`src/rtl/hhds_pkg.sv`:
```
// Shared types, field layout and constants for the heading hold drive step block.
// Used by hhds_sense and heading_hold_drive_step_top; depends on nothing.
`default_nettype none

package hhds_pkg;

   localparam int SENSOR_BITS = 12;
   localparam int NUM_SENSORS = 4;

   localparam int TARGET_W  = 16;
   localparam int HEADING_W = 13;
   localparam int DELTA_W   = 10;
   localparam int SCALE_W   = 16;
   localparam int BASE_W    = 9;
   localparam int GAIN_W    = 8;
   localparam int LIMIT_W   = 12;
   localparam int WIN_W     = 24;
   localparam int SPEED_W   = 10;
   localparam int STATUS_W  = 3;
   localparam int REMAIN_W  = 17;
   localparam int SUM_W     = 32;
   localparam int FRAC_W    = 8;

   localparam int REG_IDX_W  = 3;
   localparam int CSR_DATA_W = 24;

   // request word layout, lowest bit up
   localparam int TARGET_LSB  = 0;
   localparam int HEADING_LSB = TARGET_LSB + TARGET_W;
   localparam int DELTA_LSB   = HEADING_LSB + HEADING_W;
   localparam int BUMP_L_LSB  = DELTA_LSB + DELTA_W;
   localparam int BUMP_R_LSB  = BUMP_L_LSB + 1;
   localparam int CLIFF_LSB   = BUMP_R_LSB + 1;
   localparam int REQ_USED_W  = CLIFF_LSB + NUM_SENSORS * SENSOR_BITS;
   localparam int REQ_DATA_W  = ((REQ_USED_W + 7) / 8) * 8;

   // response word layout, lowest bit up
   localparam int LEFT_LSB    = 0;
   localparam int RIGHT_LSB   = LEFT_LSB + SPEED_W;
   localparam int STATUS_LSB  = RIGHT_LSB + SPEED_W;
   localparam int REMAIN_LSB  = STATUS_LSB + STATUS_W;
   localparam int RSP_USED_W  = REMAIN_LSB + REMAIN_W;
   localparam int RSP_DATA_W  = ((RSP_USED_W + 7) / 8) * 8;

   localparam int HALF_TURN  = 2880;
   localparam int FULL_TURN  = 5760;
   localparam int SPEED_MAX  = 500;
   localparam int REMAIN_MIN = -32768;
   localparam int REMAIN_MAX = 65535;

   localparam logic [SCALE_W-1:0] SCALE_RESET = 16'd256;
   localparam logic [BASE_W-1:0]  BASE_RESET  = 9'd50;
   localparam logic [GAIN_W-1:0]  GAIN_RESET  = 8'd16;
   localparam logic [LIMIT_W-1:0] LIMIT_RESET = 12'd10;
   localparam logic [NUM_SENSORS-1:0][WIN_W-1:0] TAPE_RESET = {
      24'd3891900, 24'd11266500, 24'd11881000, 24'd14952800
   };

   typedef enum logic [STATUS_W-1:0] {
      ST_IDLE    = 3'd0,
      ST_RUN     = 3'd1,
      ST_REACHED = 3'd2,
      ST_BUMP    = 3'd3,
      ST_TAPE    = 3'd4,
      ST_CLIFF   = 3'd5
   } status_type;

   typedef enum logic {
      CMD_START  = 1'b0,
      CMD_SAMPLE = 1'b1
   } cmd_type;

   typedef enum logic [REG_IDX_W-1:0] {
      REG_DISTANCE_SCALE = 3'd0,
      REG_BASE_SPEED     = 3'd1,
      REG_GAIN           = 3'd2,
      REG_CLIFF_LIMIT    = 3'd3,
      REG_TAPE_LEFT      = 3'd4,
      REG_TAPE_FL        = 3'd5,
      REG_TAPE_FR        = 3'd6,
      REG_TAPE_RIGHT     = 3'd7
   } reg_type;

   typedef struct packed {
      logic bump;
      logic tape;
      logic cliff;
   } stop_type;

endpackage

`default_nettype wire

```
`src/rtl/hhds_sense.sv`:
```
// Stop condition decode: bumpers, per-sensor tape windows and cliff limit.
// Depends on hhds_pkg.
`default_nettype none

module hhds_sense (
   input  wire logic                                                  bump_left,
   input  wire logic                                                  bump_right,
   input  wire logic [hhds_pkg::NUM_SENSORS-1:0][hhds_pkg::SENSOR_BITS-1:0] cliff_sig,
   input  wire logic [hhds_pkg::NUM_SENSORS-1:0][hhds_pkg::WIN_W-1:0]  tape_win,
   input  wire logic [hhds_pkg::LIMIT_W-1:0]                          cliff_limit,
   output hhds_pkg::stop_type                                         stop
);

   localparam int CMP_W = (hhds_pkg::SENSOR_BITS > hhds_pkg::LIMIT_W) ?
                          hhds_pkg::SENSOR_BITS : hhds_pkg::LIMIT_W;

   logic [hhds_pkg::NUM_SENSORS-1:0] tape_hit;
   logic [hhds_pkg::NUM_SENSORS-1:0] cliff_hit;

   always_comb begin
      logic [hhds_pkg::WIN_W-1:0]       win_shift;
      logic [hhds_pkg::SENSOR_BITS-1:0] win_lo;
      logic [hhds_pkg::SENSOR_BITS-1:0] win_hi;
      logic [CMP_W-1:0]                 sig_ext;
      logic [CMP_W-1:0]                 limit_ext;
      limit_ext = CMP_W'(cliff_limit);
      for (int i = 0; i < hhds_pkg::NUM_SENSORS; i++) begin
         win_shift    = tape_win[i] >> hhds_pkg::SENSOR_BITS;
         win_lo       = tape_win[i][hhds_pkg::SENSOR_BITS-1:0];
         win_hi       = win_shift[hhds_pkg::SENSOR_BITS-1:0];
         tape_hit[i]  = (cliff_sig[i] > win_lo) && (cliff_sig[i] < win_hi);
         sig_ext      = CMP_W'(cliff_sig[i]);
         cliff_hit[i] = (sig_ext != '0) && (sig_ext < limit_ext);
      end
   end

   assign stop.bump  = bump_left | bump_right;
   assign stop.tape  = |tape_hit;
   assign stop.cliff = |cliff_hit;

endmodule

`default_nettype wire

```
`src/rtl/heading_hold_drive_step_top.sv`:
```
// Top level of the heading hold drive step: config registers, input stage,
// move state update and response register. Depends on hhds_pkg and hhds_sense.
`default_nettype none

// One request word can be accepted in every clock cycle, and each yields one
// response word. The request is held in the input register, and its response
// in the response register. The input stage registers the odometry product and
// the stop decode. The second stage wraps the heading error, scales it, updates
// the travelled sum and move state, and loads the response register. That
// state update sets the rate: one word per cycle unless the stage is held.
// A waiting response holds the second stage. The input register then takes one
// more word, and the input stalls until the response is taken.

module heading_hold_drive_step_top (
   input  wire logic                              clock,
   input  wire logic                              reset,
   input  wire logic                              req_tvalid,
   output      logic                              req_tready,
   // tdata: target_mm, heading, distance_delta, bump_left, bump_right,
   //        cliff_left, cliff_front_left, cliff_front_right, cliff_right
   input  wire logic [hhds_pkg::REQ_DATA_W-1:0]   req_tdata,
   // tuser: cmd
   input  wire logic                              req_tuser,
   output      logic                              rsp_tvalid,
   input  wire logic                              rsp_tready,
   // tdata: left_wheel, right_wheel, move_status, remaining_mm
   output      logic [hhds_pkg::RSP_DATA_W-1:0]   rsp_tdata,
   input  wire logic                              csr_wr_en,
   input  wire logic [hhds_pkg::REG_IDX_W-1:0]    csr_index,
   input  wire logic [hhds_pkg::CSR_DATA_W-1:0]   csr_wdata
);

   localparam int ODO_W    = hhds_pkg::DELTA_W + hhds_pkg::SCALE_W + 1;
   localparam int ERR_W    = hhds_pkg::HEADING_W + 2;
   localparam int PROD_W   = ERR_W + hhds_pkg::GAIN_W + 1;
   localparam int WHEEL_W  = PROD_W + 1;
   localparam int WIDE_W   = hhds_pkg::SUM_W + 2;

   function automatic logic signed [hhds_pkg::SPEED_W-1:0] wheel_sat(
      input logic signed [WHEEL_W-1:0] v
   );
      logic signed [WHEEL_W-1:0] q;
      q = ((v < 0) ? (v + WHEEL_W'(255)) : v) >>> hhds_pkg::FRAC_W;
      if (q > WHEEL_W'(hhds_pkg::SPEED_MAX)) begin
         q = WHEEL_W'(hhds_pkg::SPEED_MAX);
      end else if (q < -WHEEL_W'(hhds_pkg::SPEED_MAX)) begin
         q = -WHEEL_W'(hhds_pkg::SPEED_MAX);
      end
      return q[hhds_pkg::SPEED_W-1:0];
   endfunction

   // configuration
   logic [hhds_pkg::SCALE_W-1:0]                             scale_ff;
   logic [hhds_pkg::BASE_W-1:0]                              base_ff;
   logic [hhds_pkg::GAIN_W-1:0]                              gain_ff;
   logic [hhds_pkg::LIMIT_W-1:0]                             limit_ff;
   logic [hhds_pkg::NUM_SENSORS-1:0][hhds_pkg::WIN_W-1:0]    tape_win_ff;

   always_ff @(posedge clock) begin
      if (reset) begin
         scale_ff    <= hhds_pkg::SCALE_RESET;
         base_ff     <= hhds_pkg::BASE_RESET;
         gain_ff     <= hhds_pkg::GAIN_RESET;
         limit_ff    <= hhds_pkg::LIMIT_RESET;
         tape_win_ff <= hhds_pkg::TAPE_RESET;
      end else if (csr_wr_en) begin
         unique case (hhds_pkg::reg_type'(csr_index))
            hhds_pkg::REG_DISTANCE_SCALE: scale_ff <= csr_wdata[hhds_pkg::SCALE_W-1:0];
            hhds_pkg::REG_BASE_SPEED:     base_ff  <= csr_wdata[hhds_pkg::BASE_W-1:0];
            hhds_pkg::REG_GAIN:           gain_ff  <= csr_wdata[hhds_pkg::GAIN_W-1:0];
            hhds_pkg::REG_CLIFF_LIMIT:    limit_ff <= csr_wdata[hhds_pkg::LIMIT_W-1:0];
            hhds_pkg::REG_TAPE_LEFT:  tape_win_ff[0] <= csr_wdata[hhds_pkg::WIN_W-1:0];
            hhds_pkg::REG_TAPE_FL:    tape_win_ff[1] <= csr_wdata[hhds_pkg::WIN_W-1:0];
            hhds_pkg::REG_TAPE_FR:    tape_win_ff[2] <= csr_wdata[hhds_pkg::WIN_W-1:0];
            hhds_pkg::REG_TAPE_RIGHT: tape_win_ff[3] <= csr_wdata[hhds_pkg::WIN_W-1:0];
            default: ;
         endcase
      end
   end

   // input stage
   logic [hhds_pkg::NUM_SENSORS-1:0][hhds_pkg::SENSOR_BITS-1:0] cliff_sig;
   logic signed [hhds_pkg::DELTA_W-1:0]  req_delta;
   logic signed [ODO_W-1:0]              odo_in;
   hhds_pkg::stop_type                   stop_in;

   assign cliff_sig = req_tdata[hhds_pkg::CLIFF_LSB +:
                                hhds_pkg::NUM_SENSORS * hhds_pkg::SENSOR_BITS];
   assign req_delta = $signed(req_tdata[hhds_pkg::DELTA_LSB +: hhds_pkg::DELTA_W]);
   assign odo_in    = req_delta * $signed({1'b0, scale_ff});

   hhds_sense u_sense (
      .bump_left   (req_tdata[hhds_pkg::BUMP_L_LSB]),
      .bump_right  (req_tdata[hhds_pkg::BUMP_R_LSB]),
      .cliff_sig   (cliff_sig),
      .tape_win    (tape_win_ff),
      .cliff_limit (limit_ff),
      .stop        (stop_in)
   );

   logic                                 s1_valid_ff;
   hhds_pkg::cmd_type                    s1_cmd_ff;
   logic [hhds_pkg::TARGET_W-1:0]        s1_target_ff;
   logic [hhds_pkg::HEADING_W-1:0]       s1_heading_ff;
   logic signed [ODO_W-1:0]              s1_odo_ff;
   hhds_pkg::stop_type                   s1_stop_ff;

   logic advance;
   logic req_take;

   assign advance    = s1_valid_ff && (!rsp_tvalid || rsp_tready);
   assign req_tready = !s1_valid_ff || advance;
   assign req_take   = req_tvalid && req_tready;

   always_ff @(posedge clock) begin
      if (reset) begin
         s1_valid_ff <= 1'b0;
      end else if (req_take) begin
         s1_valid_ff <= 1'b1;
      end else if (advance) begin
         s1_valid_ff <= 1'b0;
      end
   end

   always_ff @(posedge clock) begin
      if (req_take) begin
         s1_cmd_ff     <= hhds_pkg::cmd_type'(req_tuser);
         s1_target_ff  <= req_tdata[hhds_pkg::TARGET_LSB +: hhds_pkg::TARGET_W];
         s1_heading_ff <= req_tdata[hhds_pkg::HEADING_LSB +: hhds_pkg::HEADING_W];
         s1_odo_ff     <= odo_in;
         s1_stop_ff    <= stop_in;
      end
   end

   // move state
   logic                                 active_ff, active_in;
   logic [hhds_pkg::HEADING_W-1:0]       ref_ff, ref_in;
   logic [hhds_pkg::TARGET_W-1:0]        target_ff, target_in;
   logic signed [hhds_pkg::SUM_W-1:0]    sum_ff, sum_in;

   // heading correction
   logic signed [ERR_W-1:0]   err_raw;
   logic signed [ERR_W-1:0]   err_wrap;
   logic signed [PROD_W-1:0]  prod;
   logic signed [WHEEL_W-1:0] base_scaled;
   logic signed [hhds_pkg::SPEED_W-1:0] left_calc, right_calc;

   assign err_raw = $signed({2'b00, ref_ff}) - $signed({2'b00, s1_heading_ff});

   always_comb begin
      if (err_raw > ERR_W'(hhds_pkg::HALF_TURN)) begin
         err_wrap = err_raw - ERR_W'(hhds_pkg::FULL_TURN);
      end else if (err_raw < -ERR_W'(hhds_pkg::HALF_TURN)) begin
         err_wrap = err_raw + ERR_W'(hhds_pkg::FULL_TURN);
      end else begin
         err_wrap = err_raw;
      end
   end

   assign prod        = err_wrap * $signed({1'b0, gain_ff});
   assign base_scaled = $signed(WHEEL_W'({base_ff, {hhds_pkg::FRAC_W{1'b0}}}));
   assign left_calc   = wheel_sat(base_scaled - WHEEL_W'(prod));
   assign right_calc  = wheel_sat(base_scaled + WHEEL_W'(prod));

   // odometry sum with saturation
   logic signed [hhds_pkg::SUM_W:0]   sum_wide;
   logic signed [hhds_pkg::SUM_W-1:0] sum_sat;
   logic signed [hhds_pkg::SUM_W:0]   target_scaled;
   logic                              reached;

   assign sum_wide = (hhds_pkg::SUM_W + 1)'(sum_ff) + (hhds_pkg::SUM_W + 1)'(s1_odo_ff);

   always_comb begin
      if (sum_wide[hhds_pkg::SUM_W] != sum_wide[hhds_pkg::SUM_W-1]) begin
         sum_sat = sum_wide[hhds_pkg::SUM_W] ?
                   {1'b1, {(hhds_pkg::SUM_W-1){1'b0}}} :
                   {1'b0, {(hhds_pkg::SUM_W-1){1'b1}}};
      end else begin
         sum_sat = sum_wide[hhds_pkg::SUM_W-1:0];
      end
   end

   assign target_scaled = $signed((hhds_pkg::SUM_W + 1)'({target_ff,
                                  {hhds_pkg::FRAC_W{1'b0}}}));
   assign reached = (hhds_pkg::SUM_W + 1)'(sum_sat) >= target_scaled;

   hhds_pkg::status_type                status_in;
   logic signed [hhds_pkg::SPEED_W-1:0] left_in, right_in;

   always_comb begin
      active_in = active_ff;
      ref_in    = ref_ff;
      target_in = target_ff;
      sum_in    = sum_ff;
      status_in = hhds_pkg::ST_IDLE;
      left_in   = '0;
      right_in  = '0;
      if (s1_cmd_ff == hhds_pkg::CMD_START) begin
         target_in = s1_target_ff;
         ref_in    = s1_heading_ff;
         sum_in    = '0;
         active_in = (s1_target_ff != '0);
         status_in = active_in ? hhds_pkg::ST_RUN : hhds_pkg::ST_REACHED;
      end else if (active_ff) begin
         sum_in = sum_sat;
         if (s1_stop_ff.bump) begin
            status_in = hhds_pkg::ST_BUMP;
         end else if (s1_stop_ff.tape) begin
            status_in = hhds_pkg::ST_TAPE;
         end else if (s1_stop_ff.cliff) begin
            status_in = hhds_pkg::ST_CLIFF;
         end else if (reached) begin
            status_in = hhds_pkg::ST_REACHED;
         end else begin
            status_in = hhds_pkg::ST_RUN;
         end
         if (status_in == hhds_pkg::ST_RUN) begin
            left_in  = left_calc;
            right_in = right_calc;
         end else begin
            active_in = 1'b0;
         end
      end
   end

   // remaining distance from the updated state, floor to whole mm
   logic signed [WIDE_W-1:0]              rem_wide;
   logic signed [WIDE_W-1:0]              rem_mm;
   logic signed [hhds_pkg::REMAIN_W-1:0]  remain_in;

   assign rem_wide = $signed(WIDE_W'({target_in, {hhds_pkg::FRAC_W{1'b0}}}))
                     - WIDE_W'(sum_in);
   assign rem_mm   = rem_wide >>> hhds_pkg::FRAC_W;

   always_comb begin
      if (rem_mm > WIDE_W'(hhds_pkg::REMAIN_MAX)) begin
         remain_in = hhds_pkg::REMAIN_W'(hhds_pkg::REMAIN_MAX);
      end else if (rem_mm < WIDE_W'(hhds_pkg::REMAIN_MIN)) begin
         remain_in = hhds_pkg::REMAIN_W'(hhds_pkg::REMAIN_MIN);
      end else begin
         remain_in = rem_mm[hhds_pkg::REMAIN_W-1:0];
      end
   end

   always_ff @(posedge clock) begin
      if (reset) begin
         active_ff <= 1'b0;
         ref_ff    <= '0;
         target_ff <= '0;
         sum_ff    <= '0;
      end else if (advance) begin
         active_ff <= active_in;
         ref_ff    <= ref_in;
         target_ff <= target_in;
         sum_ff    <= sum_in;
      end
   end

   // response register
   logic                              rsp_valid_ff;
   logic [hhds_pkg::RSP_DATA_W-1:0]   rsp_data_ff;
   logic [hhds_pkg::RSP_DATA_W-1:0]   rsp_data_in;

   assign rsp_data_in = hhds_pkg::RSP_DATA_W'({remain_in, status_in, right_in, left_in});

   always_ff @(posedge clock) begin
      if (reset) begin
         rsp_valid_ff <= 1'b0;
      end else if (advance) begin
         rsp_valid_ff <= 1'b1;
      end else if (rsp_tready) begin
         rsp_valid_ff <= 1'b0;
      end
   end

   always_ff @(posedge clock) begin
      if (advance) begin
         rsp_data_ff <= rsp_data_in;
      end
   end

   assign rsp_tvalid = rsp_valid_ff;
   assign rsp_tdata  = rsp_data_ff;

endmodule

`default_nettype wire
```
`config.mk`:
```
export PLATFORM = sky130hd
export DESIGN_NAME = heading_hold_drive_step_top
export DESIGN_NICKNAME = d
export VERILOG_FILES = /design/src/rtl/hhds_pkg.sv /design/src/rtl/hhds_sense.sv /design/src/rtl/heading_hold_drive_step_top.sv
export SDC_FILE = /design/constraint.sdc
export NUM_CORES = 2
export LEC_CHECK = 0
export BUFFER_PORTS_ARGS = -buffer_cell sky130_fd_sc_hd__buf_2
export CORE_MARGIN = 2
export CORE_UTILIZATION = 35
export DETAILED_ROUTE_END_ITERATION = 10
export HOLD_SLACK_MARGIN = 0.08
export SYNTH_ARGS = -nofsm -noshare
export SYNTH_HDL_FRONTEND = slang
export SYNTH_SLANG_ARGS = --single-unit
```
`constraint.sdc`:
```
create_clock -name clock -period 22.5 [get_ports clock]
set_input_delay 2.25 -clock clock [delete_from_list [all_inputs] [get_ports clock]]
set_output_delay 2.25 -clock clock [all_outputs]
set_load 0.1 [all_outputs]
```
# Yosys cells after proc, flatten, opt, wreduce, memory -nomap -nowiden
# Index checks and enable logic that the tools add are counted.
# totals
n_memories	0
ff_bits	305
mem_bits_ro	0
ramBits	0
out_inout_bits	42
latch_bits	0
# op_classes
div	0
addsub	9
order_cmp	23
bitwise_logic	4
shift	0
muxes	30
n_reduce_logical	39
eq_ne	9
multipliers	2
# ops
op	count
$mux W32	4
$lt A12 B12 Y1	8
$add A25 B9 Y25 const B	2
$lt A25 B1 Y1 const B	2
$mux W25	2
$gt A12 B12 Y1	4
$reduce_bool A12 Y1	4
$gt A17 B10 Y1 const B	2
$lt A17 B10 Y1 const B	2
$add A32 B27 Y33	1
$sub A25 B32 Y33	1
$ge A32 B25 Y1	1
$mux W15	2
$mul A10 B17 Y27	1
$add A18 B24 Y25	1
$gt A25 B17 Y1 const B	1
$lt A25 B16 Y1 const B	1
$sub A18 B24 Y25	1
$mul A15 B9 Y24	1
$mux W3	7
$mux W10	2
$mux W9	2
$reduce_and A2 Y1	9
$mux W17	1
24 further kinds	54

# Logic depth before layout (Yosys ltp)
# depth
word_depth	14
mapped_depth	48
depth_no_buf	46

# Modules after synthesis
# Synthesis repeated with hierarchy kept, for this count alone.
# unflattened
hier_cells	3809
hier_area_um2	31700.4
# by_module_without_submodules
module	seq_area_each_um2	n_inst	area_per_inst_um2	cells_each
heading_hold_drive_step_top	7106.8	1	28364.7	3360
hhds_sense	0.0	1	3335.7	449

# Worst setup path before layout
# OpenSTA, ideal clock, no wires.
# synth_timing
kind	register to register
startpoint	register s1_heading_ff[0] (netlist name)
endpoint	register rsp_data_ff (netlist bit rsp_tdata[13]), data pin
path_stages_with_launch	44
path_buffers	2
slack_ps	11877
setup_ps	147
synth_period_minus_slack_ps	10623
arrival_time_ps	10477
required_time_ps	22353
cell_sequence	edfxtp_1 > ha_1 > inv_1 > fa_1 > a21o_1 > a21oi_1 > o21ai_0 > a21oi_1 > o21ai_0 > a21oi_1 > o21bai_1 > a21oi_1 > o21ai_0 > xor2_1 > clkbuf_1 > o21ai_0 > a211oi_1 > o21ai_0 > [... 8 more ...] > o21ai_1 > a21oi_1 > nand2_1 > xnor2_1 > ha_1 > clkbuf_1 > o21ai_0 > a21oi_1 > o21ai_0 > a211oi_1 > o21ai_0 > a21boi_1 > a41o_1 > nor2_1 > or4b_2 > a221o_1 > or4b_1 > a21oi_1
# synth_via
elab_chain_cells	10
elab_cells_between_ends	16
# synth_rtl
element	line	source
from (decl)	heading_hold_drive_step_top.sv:104	logic [hhds_pkg::HEADING_W-1:0] s1_heading_ff;
from (signal assigned)	heading_hold_drive_step_top.sv:129	s1_heading_ff <= req_tdata[hhds_pkg::HEADING_LSB +: hhds_pkg::HEADING_W];
$sub A13 B13 Y14 *	heading_hold_drive_step_top.sv:148	assign err_raw = $signed({2'b00, ref_ff}) - $signed({2'b00, s1_heading_ff});
$add A14 B14 Y15 or $lt A14 B13 Y1 (tied branches)	heading_hold_drive_step_top.sv:154, heading_hold_drive_step_top.sv:153	
$mux W15	heading_hold_drive_step_top.sv:153	end else if (err_raw < -ERR_W'(hhds_pkg::HALF_TURN)) begin
$mux W15 *	heading_hold_drive_step_top.sv:151	if (err_raw > ERR_W'(hhds_pkg::HALF_TURN)) begin
$mul A15 B9 Y24 *	heading_hold_drive_step_top.sv:160	assign prod = err_wrap * $signed({1'b0, gain_ff});
$add A18 B24 Y25 *	heading_hold_drive_step_top.sv:163	assign right_calc = wheel_sat(base_scaled + WHEEL_W'(prod));
$add A25 B9 Y25 or $lt A25 B1 Y1 (tied branches)	heading_hold_drive_step_top.sv:43	q = ((v < 0) ? (v + WHEEL_W'(255)) : v) >>> hhds_pkg::FRAC_W;
$mux W25 *	heading_hold_drive_step_top.sv:43	
$gt A17 B10 Y1 or $lt A17 B10 Y1 (tied branches)	heading_hold_drive_step_top.sv:44, heading_hold_drive_step_top.sv:46	
$reduce_or A4 Y1 (no line) or $mux W10 (tied branches)	-	
to (signal assigned)	heading_hold_drive_step_top.sv:278	rsp_data_ff <= rsp_data_in;
to (decl)	heading_hold_drive_step_top.sv:261	logic [hhds_pkg::RSP_DATA_W-1:0] rsp_data_ff;
# Mark *: on every way between the ends. The rest lies on a longest branch, timed or not.
# A chain may end at the register's enable or synchronous reset.

# Worst setup path after layout
# layout_timing
startpoint	register s1_heading_ff[0] (netlist name)
endpoint	register rsp_data_ff (netlist bit rsp_tdata[15]), data pin
# layout_via
elab_chain_cells	11
elab_cells_between_ends	16
# layout_rtl
element	line	source
$sub A13 B13 Y14 *	heading_hold_drive_step_top.sv:148	
$add A14 B14 Y15 or $lt A14 B13 Y1 (tied branches)	heading_hold_drive_step_top.sv:154, heading_hold_drive_step_top.sv:153	
$mux W15	heading_hold_drive_step_top.sv:153	
$mux W15 *	heading_hold_drive_step_top.sv:151	
$mul A15 B9 Y24 *	heading_hold_drive_step_top.sv:160	
$add A18 B24 Y25 *	heading_hold_drive_step_top.sv:163	
$add A25 B9 Y25 or $lt A25 B1 Y1 (tied branches)	heading_hold_drive_step_top.sv:43	
$mux W25 *	heading_hold_drive_step_top.sv:43	
$lt A17 B10 Y1	heading_hold_drive_step_top.sv:46	end else if (q < -WHEEL_W'(hhds_pkg::SPEED_MAX)) begin
$mux W10	heading_hold_drive_step_top.sv:46	
$mux W9 *	heading_hold_drive_step_top.sv:44	if (q > WHEEL_W'(hhds_pkg::SPEED_MAX)) begin
# Marks and branches as above.

==> results.py <==
metrics = {
    "critical_path": {
        "cp-startpoint": "s1_heading_ff[0]",
        "cp_num_buf_inv": 4,
        "cp_slowest_stage_delay_ns": 0.91,
        "crit_fanout": 12,
        "arrival_ns": 12.82,
        "path_class": "reg -> reg",
        "cp-start-kind": "register",
        "cp_top_family": "compound AO/OA/AOI/OAI gates",
        "crit_path_frequent_cell": "o21ai_0",
        "required_ns": 22.81,
        "crit_path_end_kind": "register",
        "critPathSlowestCell": "a211oi_1",
        "rr_startpoint": "s1_heading_ff[0]",
    },
    "outcome": {
        "outcome": "finished, final reports clean",
    },
    "clocking": {
        "insertion_delay_ns": 0.60,
        "post-cts-setup-buffer-count": 0,
        "numCtsBuffers": 40,
        "numClockSinks": 305,
        "clk_pin_slew_worst_paths_ns": 0.06,
        "cts_hold_buffers": 0,
        "post_cts_resize_count": 0,
        "htree_num_levels": 2,
        "clk_path_buf_depth": 3,
        "cts_tree": "yes",
        "root_buffer": "clkbuf_16",
    },
    "floorplan": {
        "coreArea_mm2": 0.0896,
        "start_util_pct": 35.2,
        "io_pins": 171,
        "die_y_um": 304,
        "die-area_mm2": 0.0924,
        "fp-row-count": 110,
        "die-width_um": 304,
    },
    "placement": {
        "io_buffers": 163,
        "globalplace.congestion": 0.909,
        "dpl.hpwl_um": 68400,
    },
    "synthesis": {
        "synthXorXnorAreaFrac_pct": 4.01,
        "synth_compound_area_share_pct": 17.7,
        "syn_inst": 3742,
        "syn_area_mm2": 0.0315,
        "synth_ff_type": "dfxtp_1",
        "synth_top_area_share_pct": 14.3,
        "synth_seq_cells": 305,
        "synthSimpleGateAreaFrac_pct": 19.9,
        "synth_area_leaders": "ha_1 (14%), fa_1 (13%), dfxtp_1 (13%)",
        "synth_edf_count": 100,
        "synth_seq_area_share_pct": 22.6,
        "yosysTopAreaCell": "ha_1",
        "synth_mux_area_share_pct": 1.43,
        "synthAdderAreaFrac_pct": 27.7,
        "synth_top_family_by_area": "adder cells",
        "ys_types": 109,
        "synth_fp_nets": 4442,
        "avgSynthCellArea_um2": 8.42,
        "synth_warnings": 0,
        "async_flop_share_pct": 0,
    },
    "sta": {
        "relSlewSlack_pct": 21.0,
        "final-hold-violation-count": 0,
        "clock_skew_ns": 0.0188,
        "fin_tns_setup_ns": 0,
        "finalCritPeriodShare_pct": 55.6,
        "maxClockFrequency_mhz": 79.9,
        "finalMaxSlewViolations": 0,
        "tightest_slew_ns": 1.18,
        "setup_violations": 0,
        "min_period_ns": 12.51,
        "rsz0062_at_grt": "false",
    },
    "layout": {
        "area_growth_syn_to_layout_pct": 10.2,
        "drive_above_1_share_pct": 8.92,
        "finalNetCount": 4516,
        "antenna_cells": 0,
        "fillCellCount": 9143,
        "post-route-util_pct": 38.7,
    },
    "route": {
        "wl_per_cell_um": 17.8,
        "num_vias": 26500,
        "routed_wl_um": 89500,
        "drtIter0Drc": 1712,
        "drt_pass1_iterations": 8,
        "vias_per_cell": 5.27,
        "remaining_drc_errors": 0,
        "postRouteAntennaNets": 0,
    },
    "min_path": {
        "hold_start": "tape_win_ff[66]",
        "holdCritPathClass": "reg -> reg",
    },
    "global_routing": {
        "grt_pass1_wl_um": 142000,
        "antenna_found_initial": 4,
        "grt_use_total_pct": 19.0,
        "grt_overflow": 0,
        "grt_pass1_vias": 25300,
        "grt_max_degree": 126,
    },
    "run": {
        "maxCapViolCount": 0,
    },
    "power_and_ir_drop": {
        "p_leak_nw": 15.9,
        "power_mw": 2.48,
        "vdd_drop_max_uv": 71.3,
        "power.density_mw_per_mm2": 71.4,
    },
}
## layout make-up
class                           count  area [um2]  share of cell area (%)
Clock buffer                       53        1100                    3.17
Multi-Input combinational cell   2877       22300                    64.2
Inverter                          416        1560                    4.50
Sequential cell                   305        7110                    20.5
Tap cell                         1176        1470                    4.24
Clock inverter                     20         254                   0.732
Timing Repair Buffer              176         920                    2.65
## worst reg2reg max path, delay by kind of cell, from the launching register on
kind / cells / cell delay (ns)
DFF: 1 / 0.35
adders and majority gates: 8 / 3.43
buffers and inverters: 4 / 0.20
xor gates and xnor gates: 2 / 0.79
and+or+nand+nor: 3 / 0.85
AOI/OAI and AO/OA: 24 / 6.62
## synth_stat cells (all sizes together), types with 34 or more instances
cell type  number
ha            361
nand2         530
nor2          184
o21ai         102
xor2           34
a21o          151
nand2b         56
inv           416
xnor2         106
fa            210
nor4           34
nor2b          46
dfxtp         205
nor3           64
and2          119
edfxtp        100
nand3          86
clkbuf        126
a21oi         307
mux2           34
a211o          37
## sequential cells by signal (all words and copies together), names as in the netlist
signal / flops
tape_win_ff: 96
rsp_tdata: 40
s1_stop_ff: 3
gain_ff: 8
sum_ff: 32
target_ff: 16
s1_cmd_ff: 1
scale_ff: 16
rsp_tvalid: 1
s1_heading_ff: 13
s1_odo_ff: 27
ref_ff: 13
s1_target_ff: 16
s1_valid_ff: 1
limit_ff: 12
base_ff: 9
active_ff: 1
## cells by family (layout without fill, tap and decap cells)
| group | Yosys count | in the layout |
|---|---|---|
| and+or+nand+nor | 1286 | 1286 |
| muxes | 39 | 39 |
| buffers and inverters | 560 | 665 |
| DFF | 305 | 305 |
| AOI/OAI and AO/OA | 840 | 840 |
| xor gates and xnor gates | 141 | 141 |
| adders and majority gates | 571 | 571 |
## routing by layer
layer / part of all wire, % / global-route usage [%] / vias up
li1: - / - / 13000
met3: 5.1 / 2.99 / 123
met1: 47 / 26.2 / 12700
met2: 46 / 31.0 / 615
met5: 0.026 / 0 / -
met4: 2.6 / 5.11 / 4
## final timing paths
check	endpoint	slack, ns	cells after the start
worst max register to register	rsp_tdata[15]	9.99	41
worst max-delay path	rsp_tdata[15]	9.99	41
worst min register to register	tape_win_ff[66]	0.45	2
worst min-delay path	tape_win_ff[66]	0.45	2
## where the power goes
part	leakage [nW]	switching (mW)	internal (mW)	total, mW
sequential	2.64	0.0208	0.606	0.627
combinational	12.6	0.753	0.429	1.18
clock	0.658	0.274	0.394	0.668
## cell usage in the layout (no fill, tap or decap), types with 45 or more instances in the layout
cell type / Yosys / routed
nor3_1: 62 / 60
dfxtp_1: 205 / 205
and2_1: 119 / 118
nand2_1: 529 / 529
nor2_1: 183 / 181
fa_1: 210 / 210
nor2b_1: 45 / 45
xnor2_1: 104 / 104
o21ai_0: 86 / 86
edfxtp_1: 100 / 100
a21oi_1: 302 / 302
inv_1: 413 / 413
nand2b_1: 56 / 55
a21o_1: 151 / 151
buf_2: 6 / 162
nand3_1: 85 / 85
ha_1: 361 / 361
## stage by stage
| stage | hold slack (ns) | cells | setup WS [ns] | area [um2] |
|---|---|---|---|---|
| finish | 0.453 | 5023 | 9.99 | 34700 |
| global route | 0.467 | 5023 | 8.88 | 34700 |
| CTS | 0.454 | 5023 | 10.06 | 34700 |
| detailed placement | 0.447 | 4950 | 10.16 | 33400 |
| global placement | 0.442 | 4950 | 10.16 | 33400 |
| floorplan | 0.436 | 3742 | 11.88 | 31500 |
Power figures use the tool's default switching activity.
